[config.mk]
export PLATFORM = sky130hd
export DESIGN_NAME = track_confirm_color_smoother_unit
export DESIGN_NICKNAME = d
export VERILOG_FILES = /design/src/hw/rtl/tccs_pkg.sv /design/src/hw/rtl/track_confirm_color_smoother_unit.sv /design/src/hw/rtl/tccs_slot_mem.sv /design/src/hw/rtl/tccs_flags.sv /design/src/hw/rtl/tccs_update.sv
export VERILOG_INCLUDE_DIRS = /design/src /design/src/hw/rtl
export SDC_FILE = /design/constraint.sdc
export NUM_CORES = 2
export LEC_CHECK = 0
export BUFFER_PORTS_ARGS = -buffer_cell sky130_fd_sc_hd__clkbuf_2
export CORE_MARGIN = 4
export CORE_UTILIZATION = 37
export CTS_CLUSTER_DIAMETER = 30
export DETAILED_ROUTE_END_ITERATION = 12
export HOLD_SLACK_MARGIN = 0.12
export PLACE_DENSITY = 0.5
export SLEW_MARGIN = 20
export SYNTH_ARGS = -nofsm -noshare
export SYNTH_HDL_FRONTEND = slang
export SYNTH_HIERARCHICAL = 1
export SYNTH_SLANG_ARGS = --single-unit
[constraint.sdc]
create_clock -name clk -period 13.6 [get_ports clk]
set_input_delay 2.72 -clock clk [delete_from_list [all_inputs] [get_ports clk]]
set_output_delay 2.72 -clock clk [all_outputs]
set_load 0.02 [all_outputs]
[src/hw/rtl/track_confirm_color_smoother_unit_assert.svh]
// Assertion macros shared by the smoother RTL.
// Each macro expects signals named clk and arst_n in the scope of use.
`ifndef TRACK_CONFIRM_COLOR_SMOOTHER_UNIT_ASSERT_SVH
`define TRACK_CONFIRM_COLOR_SMOOTHER_UNIT_ASSERT_SVH

// Same-cycle implication, ignored while reset is asserted.
`define TCCS_ASSERT_NOW(label, ante, cons, msg) \
	label: assert property (@(posedge clk) disable iff (!arst_n) (ante) |-> (cons)) \
		else $error(msg);

// Next-cycle implication, ignored while reset is asserted.
`define TCCS_ASSERT_NEXT(label, ante, cons, msg) \
	label: assert property (@(posedge clk) disable iff (!arst_n) (ante) |=> (cons)) \
		else $error(msg);

`endif

[src/hw/rtl/tccs_pkg.sv]
`timescale 1ns / 1ps

package tccs_pkg;

	// Table size. It must be a power of two no larger than 256, so that the
	// slot index is the low bits of the slot field.
	localparam int TRACK_SLOTS = 256;
	localparam int SLOT_W      = $clog2(TRACK_SLOTS);

	localparam int SLOT_FIELD_W = 8;
	localparam int COLOR_W      = 3;
	localparam int COUNT_W      = 9;
	localparam int MIN_W        = 8;

	localparam logic [COUNT_W-1:0] COUNT_MAX = {COUNT_W{1'b1}};
	localparam logic [COUNT_W-1:0] COUNT_ONE = COUNT_W'(1);

	// Step of the clearing pass, and last slot address.
	localparam logic [SLOT_W-1:0] SLOT_ONE  = SLOT_W'(1);
	localparam logic [SLOT_W-1:0] SLOT_LAST = SLOT_W'(TRACK_SLOTS - 1);

	// Colour codes.
	localparam logic [COLOR_W-1:0] COL_RED    = 3'd0;
	localparam logic [COLOR_W-1:0] COL_YELLOW = 3'd1;
	localparam logic [COLOR_W-1:0] COL_GREEN  = 3'd2;
	localparam logic [COLOR_W-1:0] COL_BLACK  = 3'd3;

	localparam logic [MIN_W-1:0] MIN_SIGHTINGS_RESET = 8'd3;

	// Per-slot flags, kept in the slot memory beside count and colour.
	typedef struct packed {
		logic seen;
		logic hist;
	} flags_t;

	// One entry of the slot memory.
	typedef struct packed {
		flags_t             flags;
		logic [COUNT_W-1:0] count;
		logic [COLOR_W-1:0] color;
	} word_t;

	// Outcome of one update.
	typedef struct packed {
		logic               keep;
		logic [COLOR_W-1:0] color_out;
		word_t              word;
	} upd_t;

endpackage

[src/hw/rtl/track_confirm_color_smoother_unit.sv]
`timescale 1ns / 1ps

// Sighting filter and colour smoother for tracked light detections. Each
// item carries a track slot and a colour and gives exactly one result: the
// slot, a keep flag and the revised colour. After reset the block runs a
// clearing pass that zeroes every slot of the slot memory; s_tready stays
// low until it ends. From then on the block accepts one item per clock while
// results are taken. Stage one waits for the registered read of the slot
// memory; stage two writes the updated word back and loads the result
// register. That result register lets a new item enter while an earlier
// result waits. Items for the same slot back to back are served from a
// register of the last write. The seen and history flags sit in the memory
// word beside the count and the stored colour.
// min_sightings resets to 3 and should only be written while the block is idle.
`include "track_confirm_color_smoother_unit_assert.svh"

module track_confirm_color_smoother_unit (
	input  logic        clk,
	input  logic        arst_n,
	// Configuration: min_sightings
	input  logic        cfg_valid,
	output logic        cfg_ready,
	input  logic [7:0]  cfg_data,
	// Input items
	input  logic        s_tvalid,
	output logic        s_tready,
	input  logic [15:0] s_tdata,   // [7:0] track_slot, [10:8] color_in, rest zero
	// Result items
	output logic        m_tvalid,
	input  logic        m_tready,
	output logic [15:0] m_tdata,   // [7:0] slot_out, [10:8] color_out, rest zero
	output logic [0:0]  m_tuser    // [0] keep
);

	logic [tccs_pkg::MIN_W-1:0] min_q;

	logic                                  s1_valid_q;
	logic [tccs_pkg::SLOT_FIELD_W-1:0]     slot_s1;
	logic [tccs_pkg::COLOR_W-1:0]          color_s1;
	logic [tccs_pkg::SLOT_W-1:0]           addr_s1;

	logic                                  out_valid_q;
	logic [tccs_pkg::SLOT_FIELD_W-1:0]     slot_s2;
	logic [tccs_pkg::COLOR_W-1:0]          color_s2;
	logic                                  keep_s2;

	logic                                  lw_valid_q;
	logic [tccs_pkg::SLOT_W-1:0]           lw_addr_q;
	tccs_pkg::word_t                       lw_word_q;

	logic                                  clr_busy;
	logic [tccs_pkg::SLOT_W-1:0]           clr_addr;
	logic                                  mem_wr_en;
	logic [tccs_pkg::SLOT_W-1:0]           mem_wr_addr;
	tccs_pkg::word_t                       mem_wr_data;

	logic                                  in_acc;
	logic                                  adv;
	tccs_pkg::word_t                       rd_word;
	tccs_pkg::word_t                       cur_word;
	tccs_pkg::upd_t                        upd;

	// Handshakes.
	assign cfg_ready = 1'b1;
	assign adv       = s1_valid_q && (!out_valid_q || m_tready);
	assign s_tready  = !clr_busy && (!s1_valid_q || adv);
	assign in_acc    = s_tvalid && s_tready;
	assign addr_s1   = slot_s1[tccs_pkg::SLOT_W-1:0];

	// Configuration register.
	always_ff @(posedge clk or negedge arst_n) begin
		if (!arst_n) begin
			min_q <= tccs_pkg::MIN_SIGHTINGS_RESET;
		end else if (cfg_valid && cfg_ready) begin
			min_q <= cfg_data;
		end
	end

	// Stage one: item waits for its memory read.
	always_ff @(posedge clk or negedge arst_n) begin
		if (!arst_n) begin
			s1_valid_q <= 1'b0;
		end else if (s_tready) begin
			s1_valid_q <= s_tvalid;
		end
	end

	always_ff @(posedge clk) begin
		if (in_acc) begin
			slot_s1  <= s_tdata[7:0];
			color_s1 <= s_tdata[10:8];
		end
	end

	tccs_flags u_flags (
		.clk    (clk),
		.arst_n (arst_n),
		.busy   (clr_busy),
		.addr   (clr_addr)
	);

	// The clearing pass owns the write port until it ends.
	assign mem_wr_en   = clr_busy || adv;
	assign mem_wr_addr = clr_busy ? clr_addr : addr_s1;
	assign mem_wr_data = clr_busy ? '0 : upd.word;

	tccs_slot_mem u_mem (
		.clk     (clk),
		.wr_en   (mem_wr_en),
		.wr_addr (mem_wr_addr),
		.wr_data (mem_wr_data),
		.rd_en   (in_acc),
		.rd_addr (s_tdata[tccs_pkg::SLOT_W-1:0]),
		.rd_data (rd_word)
	);

	// The last write always holds the newest word of its slot, so it
	// overrides a read that may have raced with it.
	assign cur_word = (lw_valid_q && (lw_addr_q == addr_s1)) ? lw_word_q : rd_word;

	tccs_update u_upd (
		.color_in      (color_s1),
		.min_sightings (min_q),
		.word_in       (cur_word),
		.upd           (upd)
	);

	// Last-write register for forwarding.
	always_ff @(posedge clk or negedge arst_n) begin
		if (!arst_n) begin
			lw_valid_q <= 1'b0;
		end else if (adv) begin
			lw_valid_q <= 1'b1;
		end
	end

	always_ff @(posedge clk) begin
		if (adv) begin
			lw_addr_q <= addr_s1;
			lw_word_q <= upd.word;
		end
	end

	// Stage two: result register.
	always_ff @(posedge clk or negedge arst_n) begin
		if (!arst_n) begin
			out_valid_q <= 1'b0;
		end else if (adv) begin
			out_valid_q <= 1'b1;
		end else if (m_tready) begin
			out_valid_q <= 1'b0;
		end
	end

	always_ff @(posedge clk) begin
		if (adv) begin
			slot_s2  <= slot_s1;
			color_s2 <= upd.color_out;
			keep_s2  <= upd.keep;
		end
	end

	assign m_tvalid   = out_valid_q;
	assign m_tdata    = {5'b0, color_s2, slot_s2};
	assign m_tuser[0] = keep_s2;

	// Checks on the pipeline and the update rules.
	`TCCS_ASSERT_NEXT(a_acc_fills_s1, in_acc, s1_valid_q, "accepted item did not reach stage one")
	`TCCS_ASSERT_NEXT(a_s1_holds, s1_valid_q && !adv, s1_valid_q && $stable(slot_s1), "stage one lost a stalled item")
	`TCCS_ASSERT_NOW(a_first_dropped, adv && !cur_word.flags.seen, !upd.keep, "first sighting was kept")
	`TCCS_ASSERT_NOW(a_drop_colour, adv && !upd.keep, upd.color_out == color_s1, "dropped item changed its colour")
	`TCCS_ASSERT_NOW(a_clear_blocks, clr_busy, !s_tready, "item taken during the clearing pass")

endmodule

[src/hw/rtl/tccs_slot_mem.sv]
`timescale 1ns / 1ps

// Slot memory: flags, count and stored colour, one write and one read port,
// registered read data.
module tccs_slot_mem (
	input  logic                       clk,
	input  logic                       wr_en,
	input  logic [tccs_pkg::SLOT_W-1:0] wr_addr,
	input  tccs_pkg::word_t            wr_data,
	input  logic                       rd_en,
	input  logic [tccs_pkg::SLOT_W-1:0] rd_addr,
	output tccs_pkg::word_t            rd_data
);

	tccs_pkg::word_t mem [tccs_pkg::TRACK_SLOTS];

	// Write port.
	always_ff @(posedge clk) begin
		if (wr_en) begin
			mem[wr_addr] <= wr_data;
		end
	end

	// Read port; the data holds while no read is issued.
	always_ff @(posedge clk) begin
		if (rd_en) begin
			rd_data <= mem[rd_addr];
		end
	end

endmodule

[src/hw/rtl/tccs_flags.sv]
`timescale 1ns / 1ps

// Clearing pass after reset: walks every slot once, one per cycle, so that
// a zero word with the seen and history flags clear is written to each.
module tccs_flags (
	input  logic                        clk,
	input  logic                        arst_n,
	output logic                        busy,
	output logic [tccs_pkg::SLOT_W-1:0] addr
);

	logic                        clr_busy_q;
	logic [tccs_pkg::SLOT_W-1:0] clr_addr_q;

	// Address counter; the pass ends after the last slot.
	always_ff @(posedge clk or negedge arst_n) begin
		if (!arst_n) begin
			clr_busy_q <= 1'b1;
			clr_addr_q <= '0;
		end else if (clr_busy_q) begin
			clr_addr_q <= clr_addr_q + tccs_pkg::SLOT_ONE;
			if (clr_addr_q == tccs_pkg::SLOT_LAST) begin
				clr_busy_q <= 1'b0;
			end
		end
	end

	assign busy = clr_busy_q;
	assign addr = clr_addr_q;

endmodule

[src/hw/rtl/tccs_update.sv]
`timescale 1ns / 1ps

// Modify step of the read-modify-write: sighting filter and colour rules.
module tccs_update (
	input  logic [tccs_pkg::COLOR_W-1:0] color_in,
	input  logic [tccs_pkg::MIN_W-1:0]   min_sightings,
	input  tccs_pkg::word_t              word_in,
	output tccs_pkg::upd_t               upd
);

	logic [tccs_pkg::COUNT_W-1:0] count_nx;
	logic                         keep;
	logic                         is_rgy;

	// Saturating sighting count; a first sighting restarts it at one.
	always_comb begin
		if (!word_in.flags.seen) begin
			count_nx = tccs_pkg::COUNT_ONE;
			keep     = 1'b0;
		end else begin
			if (word_in.count == tccs_pkg::COUNT_MAX) begin
				count_nx = word_in.count;
			end else begin
				count_nx = word_in.count + tccs_pkg::COUNT_ONE;
			end
			keep = count_nx > {1'b0, min_sightings};
		end
	end

	assign is_rgy = (color_in == tccs_pkg::COL_RED) || (color_in == tccs_pkg::COL_YELLOW) ||
		(color_in == tccs_pkg::COL_GREEN);

	// Colour smoothing for kept items.
	always_comb begin
		upd.keep            = keep;
		upd.color_out       = color_in;
		upd.word.flags.seen = 1'b1;
		upd.word.flags.hist = word_in.flags.hist;
		upd.word.count      = count_nx;
		upd.word.color      = word_in.color;
		if (keep) begin
			if (!word_in.flags.hist) begin
				upd.word.flags.hist = 1'b1;
				upd.word.color      = color_in;
			end else if (is_rgy) begin
				// Yellow straight after red is still treated as red.
				if ((color_in == tccs_pkg::COL_YELLOW) &&
					(word_in.color == tccs_pkg::COL_RED)) begin
					upd.color_out = tccs_pkg::COL_RED;
				end
				upd.word.color = upd.color_out;
			end else if (color_in == tccs_pkg::COL_BLACK) begin
				upd.color_out = word_in.color;
			end
		end
	end

endmodule
==> out/results.ini <==
[worst_setup_path]
rr_worst_depth = 18
reg2reg_from = addr_s1[6]$_DFFE_PP_
arrival_ns = 7.67
required_ns = 14.24
end_kind = register
crit_path_max_fanout = 140
crit_type = reg -> reg
worstSetupStartpointType = register
r2r-end = u_mem/mem[200][2]$_DFFE_PP_
ff2ff_setup_slack_ns = 6.57

[timing]
period_share_pct = 51.7
fin_skew_ns = 0.0841
finalWorstPathRequiredPeriod_ns = 7.03
fmax_mhz = 142
maxSlewViolCount = 0
whs_ns = 0.471
setup_viol = 0
relSlewSlack_pct = 16.4
rsz0062_at_grt = no
tns_ns = 0
tightest_slew_ns = 1.25
finalHoldViolations = 0

[cts]
cts_buffers = 746
cts_tree = built
postCtsSetupRepairBufs = 0
clk_latency_ns = 1.04
cts_max_path_buffers = 4
clk_pin_slew_ns = 0.05
cts_resized = 0
clkSinkCount = 3655
clockRootBuffer = clkbuf_16
htree_levels = 6
cts_hold_buf = 0

[placed_design]
dp.cells = 11500
place_congestion = 0.792
placed_cell_area_um2 = 150000
port_buffers = 37
dp_hpwl_um = 223000

[layout]
mostFrequentLayoutCell = edfxtp_1
fin_area_um2 = 176000
final_cell_mix = edfxtp_1, mux4_2, clkbuf_16
area_growth_syn_to_layout_pct = 23.8
drive_gt1_share_pct = 34.3
final_nets = 7229
final_cells = 12900
nFillCells = 31700

[logic_synthesis]
synth_seq_cells = 3655
synth-main-ff-cell = edfxtp_1
yosys.area.top_type = edfxtp_1
async_flop_share_pct = 0.547
synth-simple-area-share_pct = 2.01
synthMuxAreaShare_pct = 16.2
synth.area.top_cells = edfxtp_1, mux4_2, mux2i_1
synth_top_cell_area_share_pct = 76.9
yosys_warnings = 6
synth_top_family_by_area = multiplexers
postSynthAreaPerCell_um2 = 22.2
synth_edf_count = 3635
synthXorXnorAreaFrac_pct = 0.105
ys_seq_area_share_pct = 77.2
synth_compound_area_share_pct = 2.61
postSynthCellCount = 6388
synthAdderAreaFrac_pct = 0.0881
synth_area_um2 = 142000
ys_types = 75

[drt]
drc_errors = 0
vias_per_cell = 5.47
drtAntennaViolNets = 0
first_pass_iters = 6
avgRoutedWirePerCell_um = 30.2
drt_iter0_drc = 6924
drt_wl_total_um = 389000
vias = 70400

[global_routing]
grt_pass1_wl_um = 550000
grt_max_degree = 221
overflow = 0
grt_pass1_vias = 72200
grt_util_all_layers_pct = 19.6
antenna_found_initial = 18

[worst_hold_path]
min_from = lw_valid_q$_DFFE_PN0P_
hold_depth = 1
min_to = lw_valid_q$_DFFE_PN0P_
min_path_type = reg -> reg

[power]
powerDensity_nw_per_um2 = 188
switchingPower_mw = 7.30
seqPwrFrac_pct = 38.9
pwr-share-clk_pct = 56.0
comb_power_share_pct = 5.0
peakVddDrop_v = 0.000131
total_power_mw = 33.1
intPower_mw = 25.8
switching_share_pct = 22.1
leakage_nw = 57.4

[floorplan]
die-width_um = 628
io_pins = 49
start_util_pct = 37.2
die_area_um2 = 394000
core-area_um2 = 382000
rows = 227
die_h_um = 628

[status]
status = finished, final reports clean

[run]
maxCapViolCount = 0

synthesized netlist by cell type, types with 16 or more instances:
| cell | instances |
|---|---|
| nand3_1 | 41 |
| nor3_1 | 22 |
| a22o_1 | 28 |
| clkbuf_1 | 149 |
| buf_2 | 76 |
| nor2b_1 | 50 |
| nor2_1 | 308 |
| edfxtp_1 | 3635 |
| a22oi_1 | 92 |
| mux2i_1 | 291 |
| a21oi_1 | 80 |
| o21ai_1 | 16 |
| o221ai_1 | 60 |
| buf_1 | 33 |
| mux2_2 | 43 |
| and2_1 | 22 |
| mux4_2 | 859 |
| buf_4 | 50 |
| o22ai_1 | 33 |
| buf_6 | 50 |
| dfrtp_1 | 17 |
| nor4_1 | 20 |
| a211oi_1 | 65 |
| nand2_1 | 70 |
cells by family after synthesis:
group,count (synthesis)
AOI/OAI and AO/OA,499
and+or+nand+nor,602
muxes,1203
buffers and inverters,399
DFF,3655
xor gates and xnor gates,17
other,3
adders and majority gates,10
power by group through the flow:
stage,combinational (mW),clock [mW],sequential (mW)
after floorplan,0.909,0,13.2
after global placement,1.63,0,13.1
after detailed placement,1.68,0,13.1
after CTS,1.69,18.8,12.9
after global routing,1.77,19.5,12.9
final,1.66,18.5,12.9
worst max-delay path, stage by stage (launching register included):
cell and delay [ns]:
edfxtp_1 0.43, xnor2_1 0.19, nand3_1 0.15, nor3_4 0.63, mux2_2 0.46, ha_1 0.26, and3_1 0.28, nand4_1 0.28
mux2_2 0.40, ha_1 0.28, nand4_1 0.11, o221a_2 0.29, o211ai_1 0.15, and3_1 0.42, mux2i_1 0.34, nor2b_4 0.22
buf_4 0.67, buf_12 0.29, buf_16 0.36
per-layer routing:
metal | share of wire, % | track usage, % | up-vias
li1 | - | - | 29000
met2 | 48 | 31.5 | 2466
met5 | 0 | 0 | -
met1 | 42 | 27.3 | 38300
met4 | 2.6 | 5.49 | 0
met3 | 6.7 | 3.59 | 592
worst max-delay path by stage:
stage,endpoint,depth (start not counted),start
2_1_floorplan,u_mem/mem[0][2]$_DFFE_PP_,18,lw_addr_q[2]$_DFFE_PP_
3_3_place_gp,u_mem/rd_data[5]$_DFFE_PP_,9,s_tdata[1]
3_5_place_dp,u_mem/rd_data[0]$_DFFE_PP_,9,s_tdata[1]
4_1_cts,u_mem/mem[218][12]$_DFFE_PP_,17,addr_s1[6]$_DFFE_PP_
5_1_grt,u_mem/mem[202][2]$_DFFE_PP_,18,addr_s1[6]$_DFFE_PP_
6_report,u_mem/mem[200][2]$_DFFE_PP_,18,addr_s1[6]$_DFFE_PP_
cell type report:
class	count	area (µm²)	share of cell area, %
multi-input combinational	2338	30200	17.2
antenna	11	27.5	0.0156
clock buffer	844	19300	11.0
inverter	13	51.3	0.0292
sequential	3655	110000	62.3
tap	5038	6300	3.58
clock inverter	545	6780	3.86
timing repair buffer	436	3540	2.01
registers in the layout (all words and copies together) (netlist names):
name	count
addr_s1	8
u_flags/busy	1
s1_valid_q	1
color_s1	3
u_flags/addr	8
lw_word_q	14
color_s2	3
u_mem/rd_data	14
min_q	8
m_tvalid	1
u_mem/mem	3584
m_tuser	1
lw_valid_q	1
lw_addr_q	8
per-stage QoR:
stage,util (%),worst slack [ns]
3_3_place_gp,39.1,5.23
6_report,46.0,6.57
3_5_place_dp,39.1,5.81
5_1_grt,46.0,6.19
2_1_floorplan,-,1.93
4_1_cts,46.0,6.58
Note: power is estimated with default switching activity, not from simulation.
